$ cat config.mk
export PLATFORM = sky130hd
export DESIGN_NAME = voltage_loop_compensator
export DESIGN_NICKNAME = d
export VERILOG_FILES = /design/src/rtl/core/vlc_pkg.sv /design/src/rtl/core/vlc_mul.sv /design/src/rtl/core/vlc_div.sv /design/src/rtl/core/voltage_loop_compensator.sv
export SDC_FILE = /design/constraint.sdc
export NUM_CORES = 2
export LEC_CHECK = 0
export ABC_AREA = 1
export BUFFER_PORTS_ARGS = -buffer_cell sky130_fd_sc_hd__buf_2
export CORE_ASPECT_RATIO = 0.7
export CORE_MARGIN = 3
export CORE_UTILIZATION = 55
export CTS_CLUSTER_DIAMETER = 40
export DETAILED_ROUTE_END_ITERATION = 10
export PLACE_DENSITY = 0.72
export SLEW_MARGIN = 5
export SYNTH_ARGS = -nofsm -noshare
export SYNTH_HDL_FRONTEND = slang
export SYNTH_SLANG_ARGS = --single-unit
$ cat constraint.sdc
create_clock -name clk -period 13.7 [get_ports clk]
set_input_delay 2.74 -clock clk [delete_from_list [all_inputs] [get_ports clk]]
set_output_delay 2.74 -clock clk [all_outputs]
set_load 0.05 [all_outputs]
$ cat src/rtl/core/vlc_pkg.sv
// ----------------------------------------------------------------------------
// vlc_pkg: shared definitions of the voltage loop compensator
// Widths, scaling constants, register indexes and sequencer states.
// ----------------------------------------------------------------------------
package vlc_pkg;

  // Operand and product widths of the shared multiplier
  localparam int MUL_W  = 25;
  localparam int PROD_W = 2 * MUL_W;

  // Weighted sum and its magnitude
  localparam int SUM_W  = 34;
  localparam int MAG_W  = SUM_W - 1;
  localparam int DCNT_W = $clog2(MAG_W + 1);

  // Field widths
  localparam int ADC_W  = 10;
  localparam int MV_W   = 13;
  localparam int ERR_W  = 17;
  localparam int WORD_W = 16;
  localparam int OFS_W  = 12;
  localparam int IDX_W  = 3;

  // Millivolt scaling: sample * 5000 / 1023, the division as a reciprocal
  // multiply. ceil(2^33 / 1023) is exact for every product below 2^23.
  localparam logic [MUL_W-1:0] MV_FULL_SCALE = MUL_W'(5000);
  localparam logic [MUL_W-1:0] ADC_RECIP     = MUL_W'(8396809);
  localparam int               RECIP_SHIFT   = 33;

  // Register reset values
  localparam logic [WORD_W-1:0] REF_RESET     = WORD_W'(1200);
  localparam logic [OFS_W-1:0]  OFS_RESET     = OFS_W'(200);
  localparam logic [WORD_W-1:0] DIVISOR_RESET = WORD_W'(1);
  localparam logic [WORD_W-1:0] TOP_RESET     = WORD_W'(199);

  typedef enum logic [IDX_W-1:0] {
    REG_REFERENCE   = 3'd0,
    REG_OFFSET      = 3'd1,
    REG_GAIN_ERR    = 3'd2,
    REG_GAIN_LAST   = 3'd3,
    REG_GAIN_ACTION = 3'd4,
    REG_DIVISOR     = 3'd5,
    REG_PWM_TOP     = 3'd6
  } cfg_reg_t;

  typedef enum logic [3:0] {
    ST_IDLE,
    ST_SCALE,
    ST_RECIP,
    ST_ERROR,
    ST_MUL0,
    ST_MUL1,
    ST_MUL2,
    ST_ACC,
    ST_CHECK,
    ST_DIV,
    ST_DONE
  } state_t;

endpackage

$ cat src/rtl/core/vlc_mul.sv
// ----------------------------------------------------------------------------
// vlc_mul: shared signed multiplier
// One registered signed product per cycle; the sequencer picks the operands.
// ----------------------------------------------------------------------------
module vlc_mul (
  input  logic                             clk,
  input  logic signed [vlc_pkg::MUL_W-1:0]  a,
  input  logic signed [vlc_pkg::MUL_W-1:0]  b,
  output logic signed [vlc_pkg::PROD_W-1:0] prod
);

  always_ff @(posedge clk) begin
    prod <= a * b;
  end

endmodule

$ cat src/rtl/core/vlc_div.sv
// ----------------------------------------------------------------------------
// vlc_div: iterative unsigned divider
// Restoring division, one quotient bit per cycle over a MAG_W-bit dividend.
// ----------------------------------------------------------------------------
module vlc_div (
  input  logic                             clk,
  input  logic                             rst,
  input  logic                             start,
  input  logic [vlc_pkg::MAG_W-1:0]        dividend,
  input  logic [vlc_pkg::WORD_W-1:0]       divisor,
  output logic                             done,
  output logic [vlc_pkg::MAG_W-1:0]        quotient
);

  logic                          running;
  logic [vlc_pkg::DCNT_W-1:0]    cnt;
  logic [vlc_pkg::WORD_W-1:0]    rem;
  logic [vlc_pkg::WORD_W-1:0]    dvs;
  logic [vlc_pkg::MAG_W-1:0]     quo;
  logic [vlc_pkg::WORD_W:0]      trial;
  logic                          fits;

  assign trial    = {rem, quo[vlc_pkg::MAG_W-1]};
  assign fits     = trial >= {1'b0, dvs};
  assign quotient = quo;

  always_ff @(posedge clk) begin
    if (rst) begin
      running <= 1'b0;
      done    <= 1'b0;
    end else begin
      done <= 1'b0;
      if (start) begin
        running <= 1'b1;
        cnt     <= vlc_pkg::DCNT_W'(vlc_pkg::MAG_W - 1);
        rem     <= '0;
        dvs     <= divisor;
        quo     <= dividend;
      end else if (running) begin
        // shift in the next dividend bit, subtract where it fits
        if (fits) begin
          rem <= vlc_pkg::WORD_W'(trial - {1'b0, dvs});
        end else begin
          rem <= trial[vlc_pkg::WORD_W-1:0];
        end
        quo <= {quo[vlc_pkg::MAG_W-2:0], fits};
        if (cnt == '0) begin
          running <= 1'b0;
          done    <= 1'b1;
        end else begin
          cnt <= cnt - vlc_pkg::DCNT_W'(1);
        end
      end
    end
  end

endmodule

$ cat src/rtl/core/voltage_loop_compensator.sv
// A negative weighted sum skips the divider; a new sample is taken only once
// the previous result has been loaded into the output register.
// The 33-step divider divides the weighted sum; the shared
// multiplier takes one product per cycle for scaling and the three gains.
// Reset (synchronous, active high) restores register defaults and clears
// the previous error and action.
// ----------------------------------------------------------------------------
// voltage_loop_compensator: incremental PI controller for a voltage loop
// Scales an ADC sample to millivolts, forms the error against the reference
// and computes the clamped PWM compare value with one shared multiplier and
// an iterative divider under a small sequencer.
// ----------------------------------------------------------------------------
module voltage_loop_compensator (
  input  logic                              clk,
  input  logic                              rst,
  // configuration write channel
  input  logic                              cfg_valid,
  output logic                              cfg_ready,
  input  logic [vlc_pkg::IDX_W-1:0]         cfg_index,
  input  logic [vlc_pkg::WORD_W-1:0]        cfg_data,
  // sample channel
  input  logic                              in_valid,
  output logic                              in_stall,
  input  logic [vlc_pkg::ADC_W-1:0]         adc_sample,
  // result channel
  output logic                              out_valid,
  input  logic                              out_stall,
  output logic [vlc_pkg::WORD_W-1:0]        pwm_compare,
  output logic [vlc_pkg::MV_W-1:0]          measured_mv
);

  vlc_pkg::state_t state, state_next;

  // configuration registers
  logic [vlc_pkg::WORD_W-1:0]  reference_value;
  logic [vlc_pkg::OFS_W-1:0]   offset_mv;
  logic [vlc_pkg::WORD_W-1:0]  gain_error_now;
  logic [vlc_pkg::WORD_W-1:0]  gain_error_last;
  logic [vlc_pkg::WORD_W-1:0]  gain_action_last;
  logic [vlc_pkg::WORD_W-1:0]  gain_divisor;
  logic [vlc_pkg::WORD_W-1:0]  pwm_top;

  // loop state
  logic [vlc_pkg::ERR_W-1:0]   last_error;
  logic [vlc_pkg::WORD_W-1:0]  last_action;

  // working registers
  logic [vlc_pkg::ADC_W-1:0]   sample;
  logic [vlc_pkg::MV_W-1:0]    mv;
  logic [vlc_pkg::ERR_W-1:0]   error;
  logic [vlc_pkg::SUM_W-1:0]   acc;
  logic [vlc_pkg::WORD_W-1:0]  action;

  logic signed [vlc_pkg::MUL_W-1:0]  mul_a;
  logic signed [vlc_pkg::MUL_W-1:0]  mul_b;
  logic signed [vlc_pkg::PROD_W-1:0] prod;

  logic                              div_start;
  logic                              div_done;
  logic [vlc_pkg::MAG_W-1:0]         quotient;
  logic [vlc_pkg::WORD_W-1:0]        div_divisor;

  logic                              load_out;
  logic [vlc_pkg::MV_W-1:0]          mv_scaled;
  logic [vlc_pkg::MV_W:0]            mv_offset;
  logic [vlc_pkg::ERR_W-1:0]         error_next;
  logic [vlc_pkg::SUM_W-1:0]         prod_sum;
  logic [vlc_pkg::WORD_W-1:0]        action_clamped;

  assign cfg_ready = 1'b1;

  vlc_mul u_mul (
    .clk  (clk),
    .a    (mul_a),
    .b    (mul_b),
    .prod (prod)
  );

  vlc_div u_div (
    .clk      (clk),
    .rst      (rst),
    .start    (div_start),
    .dividend (acc[vlc_pkg::MAG_W-1:0]),
    .divisor  (div_divisor),
    .done     (div_done),
    .quotient (quotient)
  );

  // datapath helpers
  assign mv_scaled   = prod[vlc_pkg::RECIP_SHIFT +: vlc_pkg::MV_W];
  assign mv_offset   = {2'b00, offset_mv} + {1'b0, mv_scaled};
  assign error_next  = {reference_value[vlc_pkg::WORD_W-1], reference_value}
                     - {2'b00, mv_offset, 1'b0};
  assign prod_sum    = prod[vlc_pkg::SUM_W-1:0];
  assign div_divisor = (gain_divisor == '0) ? vlc_pkg::WORD_W'(1) : gain_divisor;
  assign action_clamped = (quotient > {{(vlc_pkg::MAG_W - vlc_pkg::WORD_W){1'b0}}, pwm_top})
                        ? pwm_top : quotient[vlc_pkg::WORD_W-1:0];

  // next state
  always_comb begin
    state_next = state;
    case (state)
      vlc_pkg::ST_IDLE:  if (in_valid) state_next = vlc_pkg::ST_SCALE;
      vlc_pkg::ST_SCALE: state_next = vlc_pkg::ST_RECIP;
      vlc_pkg::ST_RECIP: state_next = vlc_pkg::ST_ERROR;
      vlc_pkg::ST_ERROR: state_next = vlc_pkg::ST_MUL0;
      vlc_pkg::ST_MUL0:  state_next = vlc_pkg::ST_MUL1;
      vlc_pkg::ST_MUL1:  state_next = vlc_pkg::ST_MUL2;
      vlc_pkg::ST_MUL2:  state_next = vlc_pkg::ST_ACC;
      vlc_pkg::ST_ACC:   state_next = vlc_pkg::ST_CHECK;
      vlc_pkg::ST_CHECK: begin
        // a negative sum truncates to zero or below and clamps to zero
        if (acc[vlc_pkg::SUM_W-1]) state_next = vlc_pkg::ST_DONE;
        else                       state_next = vlc_pkg::ST_DIV;
      end
      vlc_pkg::ST_DIV:   if (div_done) state_next = vlc_pkg::ST_DONE;
      vlc_pkg::ST_DONE:  if (!out_valid || !out_stall) state_next = vlc_pkg::ST_IDLE;
      default:           state_next = vlc_pkg::ST_IDLE;
    endcase
  end

  // sequencer outputs
  always_comb begin
    in_stall  = 1'b1;
    mul_a     = '0;
    mul_b     = '0;
    div_start = 1'b0;
    load_out  = 1'b0;
    case (state)
      vlc_pkg::ST_IDLE:  in_stall = 1'b0;
      vlc_pkg::ST_SCALE: begin
        mul_a = {{(vlc_pkg::MUL_W - vlc_pkg::ADC_W){1'b0}}, sample};
        mul_b = vlc_pkg::MV_FULL_SCALE;
      end
      vlc_pkg::ST_RECIP: begin
        mul_a = prod[vlc_pkg::MUL_W-1:0];
        mul_b = vlc_pkg::ADC_RECIP;
      end
      vlc_pkg::ST_MUL0: begin
        mul_a = {{(vlc_pkg::MUL_W - vlc_pkg::ERR_W){error[vlc_pkg::ERR_W-1]}}, error};
        mul_b = {{(vlc_pkg::MUL_W - vlc_pkg::WORD_W){gain_error_now[vlc_pkg::WORD_W-1]}},
                 gain_error_now};
      end
      vlc_pkg::ST_MUL1: begin
        mul_a = {{(vlc_pkg::MUL_W - vlc_pkg::ERR_W){last_error[vlc_pkg::ERR_W-1]}},
                 last_error};
        mul_b = {{(vlc_pkg::MUL_W - vlc_pkg::WORD_W){gain_error_last[vlc_pkg::WORD_W-1]}},
                 gain_error_last};
      end
      vlc_pkg::ST_MUL2: begin
        mul_a = {{(vlc_pkg::MUL_W - vlc_pkg::WORD_W){1'b0}}, last_action};
        mul_b = {{(vlc_pkg::MUL_W - vlc_pkg::WORD_W){gain_action_last[vlc_pkg::WORD_W-1]}},
                 gain_action_last};
      end
      vlc_pkg::ST_CHECK: div_start = !acc[vlc_pkg::SUM_W-1];
      vlc_pkg::ST_DONE:  load_out  = !out_valid || !out_stall;
      default: ;
    endcase
  end

  always_ff @(posedge clk) begin
    if (rst) state <= vlc_pkg::ST_IDLE;
    else     state <= state_next;
  end

  // configuration registers
  always_ff @(posedge clk) begin
    if (rst) begin
      reference_value  <= vlc_pkg::REF_RESET;
      offset_mv        <= vlc_pkg::OFS_RESET;
      gain_error_now   <= '0;
      gain_error_last  <= '0;
      gain_action_last <= '0;
      gain_divisor     <= vlc_pkg::DIVISOR_RESET;
      pwm_top          <= vlc_pkg::TOP_RESET;
    end else if (cfg_valid && cfg_ready) begin
      case (vlc_pkg::cfg_reg_t'(cfg_index))
        vlc_pkg::REG_REFERENCE:   reference_value  <= cfg_data;
        vlc_pkg::REG_OFFSET:      offset_mv        <= cfg_data[vlc_pkg::OFS_W-1:0];
        vlc_pkg::REG_GAIN_ERR:    gain_error_now   <= cfg_data;
        vlc_pkg::REG_GAIN_LAST:   gain_error_last  <= cfg_data;
        vlc_pkg::REG_GAIN_ACTION: gain_action_last <= cfg_data;
        vlc_pkg::REG_DIVISOR:     gain_divisor     <= cfg_data;
        vlc_pkg::REG_PWM_TOP:     pwm_top          <= cfg_data;
        default: ;
      endcase
    end
  end

  // working registers
  always_ff @(posedge clk) begin
    case (state)
      vlc_pkg::ST_IDLE:  if (in_valid) sample <= adc_sample;
      vlc_pkg::ST_ERROR: begin
        mv    <= mv_scaled;
        error <= error_next;
      end
      vlc_pkg::ST_MUL1:  acc <= prod_sum;
      vlc_pkg::ST_MUL2:  acc <= acc + prod_sum;
      vlc_pkg::ST_ACC:   acc <= acc + prod_sum;
      vlc_pkg::ST_CHECK: action <= '0;
      vlc_pkg::ST_DIV:   if (div_done) action <= action_clamped;
      default: ;
    endcase
  end

  // loop state and result register
  always_ff @(posedge clk) begin
    if (rst) begin
      last_error  <= '0;
      last_action <= '0;
      out_valid   <= 1'b0;
    end else begin
      if (load_out) begin
        last_error  <= error;
        last_action <= action;
        out_valid   <= 1'b1;
      end else if (out_valid && !out_stall) begin
        out_valid <= 1'b0;
      end
    end
  end

  always_ff @(posedge clk) begin
    if (load_out) begin
      pwm_compare <= action;
      measured_mv <= mv;
    end
  end

endmodule

==> results_dict.tcl <==
set metrics [dict create \
    status "finished, final reports clean" \
    grt-ovfl-total 0 \
    arrival_ps 9800 \
    worst-setup-path-type "reg2reg" \
    skew_ps 41.1 \
    final_nets 5517 \
    worstHoldPathType "reg2reg" \
    post_route_cells_drive_above_1_share_pct 5.69 \
    numCtsBuffers 38 \
    critPathMaxFanout 31 \
    pwr_density_cell_nw_per_um2 106 \
    clkPwrFrac_pct 24.5 \
    ys_warn_count 0 \
    use_met3_pct 9.75 \
    ios 66 \
    yosysSeqAreaShare_pct 24.2 \
    synth_top_cell_by_area "fa_1" \
    synth_fp_nets 5511 \
    hold_viol_final 0 \
    hold_start "mv[6]" \
    ctsHoldBuffers 0 \
    track_usage_pct 32.3 \
    h-tree-depth 2 \
    synth.most_common_cell "inv_1" \
    synth.avg_cell_area_sq_um 8.51 \
    maxCapViolCount 0 \
    r2r-start "state[1]" \
    rsz0062_at_grt "no" \
    seq_power_share_pct 33.7 \
    worstSetupEndpointType "flip-flop" \
    vias 31300 \
    grt_util_met1_pct 52.4 \
    p_comb_share_pct 41.8 \
    initial_core_util_pct 56.1 \
    core_sq_um 70600 \
    timing.setup.tns_ps 0 \
    vias_per_cell 5.54 \
    clk_latency_ps 570 \
    ys_async_sr_fraction_pct 0 \
    internal_power_mw 2.51 \
    drtIter0Drc 3606 \
    die_w_um 327 \
    slowest_delay_ps 890 \
    r2r_cells 25 \
    synth_area_sq_um 39600 \
    synthToLayoutAreaGrowth_pct 6.34 \
    postLayoutCellArea_sq_um 42200 \
    netlist_instances 4657 \
    synth_top_flop_cell "dfxtp_1" \
    synth_top_area_share_pct 29.5 \
    synthTopCellsByArea "fa_1 29%, edfxtp_1 14%, dfxtp_1 9.8%" \
    finalSetupViolCount 0 \
    grt-busiest-layer "met1" \
    cts_resized 0 \
    p_leak_nw 20.8 \
    crit_slowest_cell "fa_1" \
    hold_end "measured_mv[6]" \
    crit_path_frequent_cell "fa_1" \
    dpl.hpwl_um 97800 \
    reg2reg_to "u_mul.prod[42]" \
    die-area_sq_um 75400 \
    root_buffer "clkbuf_16" \
    crit_family "adder cells" \
    portBuffers 64 \
    synth_seq_cells 384 \
    p_sw_mw 1.96 \
    maxSlewHeadroom_pct 17.0 \
    grt_max_degree 97 \
    synth_enable_flop_cells 190 \
    cts_tree "yes" \
    worstMarginPinSlew_ps 1240 \
    critPathRequiredTime_ps 14180 \
    wl_um 120000 \
    die_h_um 231 \
    grt_pass1_vias 30200 \
    cts.clk_slew.worst_paths_ps 70 \
    use_met2_pct 42.0 \
    path_buf_inv 6 \
    first_pass_iters 6 \
    placed_area_sq_um 40900 \
    clock_path_buffers 3 \
    start_kind "flip-flop" \
    synth_top_cells_by_count "1017 x inv_1, 738 x nand2_1, 584 x fa_1" \
    fin_crit_sh_pct 68.0 \
    fp-row-count 81 \
    drc 0 \
    irDropWorstVdd_uv 94.9 \
    synthDistinctLibCells 59 \
    fmax_mhz 107 \
    gp_congestion 0.984 \
    slew_violations 0 \
    swShare_pct 43.8 \
    clkSinkCount 384 \
    antenna_found_initial 8 \
    period_minus_slack_ps 9320 \
    grt_first_pass_wirelength_um 184000 \
    whs_path_depth 0 \
    cts_setup_buffers 0 \
    ant_nets 0 \
    regToRegSetupSlack_ps 4380 \
    routedWlPerCell_um 21.3 \
]
kinds of logic after synthesis:
family                   synth area share (%)
buffers and inverters                    11.6
other                                 0.00946
AND/OR/NAND/NOR                          16.3
adder cells (fa/ha/maj)                  36.9
XOR/XNOR                                 2.10
flip-flops                               24.2
AO/OA/AOI/OAI                            8.91
how the worst max path moves through the flow:
| stage | end | startpoint | depth (start not counted) |
|---|---|---|---|
| 2_1_floorplan | u_mul.prod[44] | state[0] | 26 |
| 3_3_place_gp | u_mul.prod[42] | state[0] | 24 |
| 3_5_place_dp | u_mul.prod[42] | state[1] | 25 |
| 4_1_cts | u_mul.prod[42] | state[1] | 25 |
| 5_1_grt | u_mul.prod[42] | state[1] | 25 |
| 6_report | u_mul.prod[42] | state[1] | 25 |
power by group through the flow:
stage / registers [mW] / clock network [mW] / logic, mW
after global placement: 1.53 / 0 / 1.79
after CTS: 1.50 / 1.10 / 1.82
after global routing: 1.51 / 1.15 / 2.03
after detailed placement: 1.53 / 0 / 1.80
after floorplan: 1.48 / 0 / 1.18
final: 1.51 / 1.10 / 1.87
area by class of cell:
type / count / area [sq um]
fill: 6273 / 28500
sequential: 384 / 9590
inverter: 1041 / 3910
timing repair buffer: 108 / 651
multi-input combinational: 3090 / 25500
clock inverter: 19 / 219
tap: 954 / 1190
antenna: 2 / 5.00
clock buffer: 51 / 1060
registers in the layout, indices dropped and copies added, names as in the netlist, 17 cells and up:
register / cells
u_div.quotient: 33
acc: 34
last_error: 17
error: 17
u_mul.prod: 46
cell usage in the layout, fill, tap and decap left out, types with 19 or more instances in the layout:
cell,netlist,layout
dfxtp_1,194,194
inv_1,1017,1016
xnor2_1,32,32
o21ai_0,240,240
ha_1,236,236
nor3_1,28,28
nand3_1,134,134
inv_2,19,19
a21oi_1,232,232
clkbuf_16,0,40
edfxtp_1,190,190
nand3b_1,24,24
a31oi_1,24,24
buf_4,6,44
buf_2,40,64
xor2_1,63,63
a21o_1,21,21
nor2_1,547,542
fa_1,584,584
nand2_1,738,737
layer usage:
metal	up-vias	wire, um
li1	14300	-
met1	15200	55200
met2	1608	45800
met3	152	16600
met4	2	2640
met5	-	8
per-stage QoR:
stage / power, mW / hold slack (ps) / utilization [%] / setup slack [ps] / instances
2_1_floorplan: 2.66 / 400 / - / 6450 / 4657
3_3_place_gp: 3.32 / 403 / 57.9 / 4570 / 5577
3_5_place_dp: 3.33 / 406 / 57.9 / 4550 / 5577
4_1_cts: 4.42 / 421 / 59.7 / 4470 / 5647
5_1_grt: 4.69 / 426 / 59.7 / 3770 / 5647
6_report: 4.47 / 421 / 59.7 / 4380 / 5649
Power figures use the tool's default switching activity.
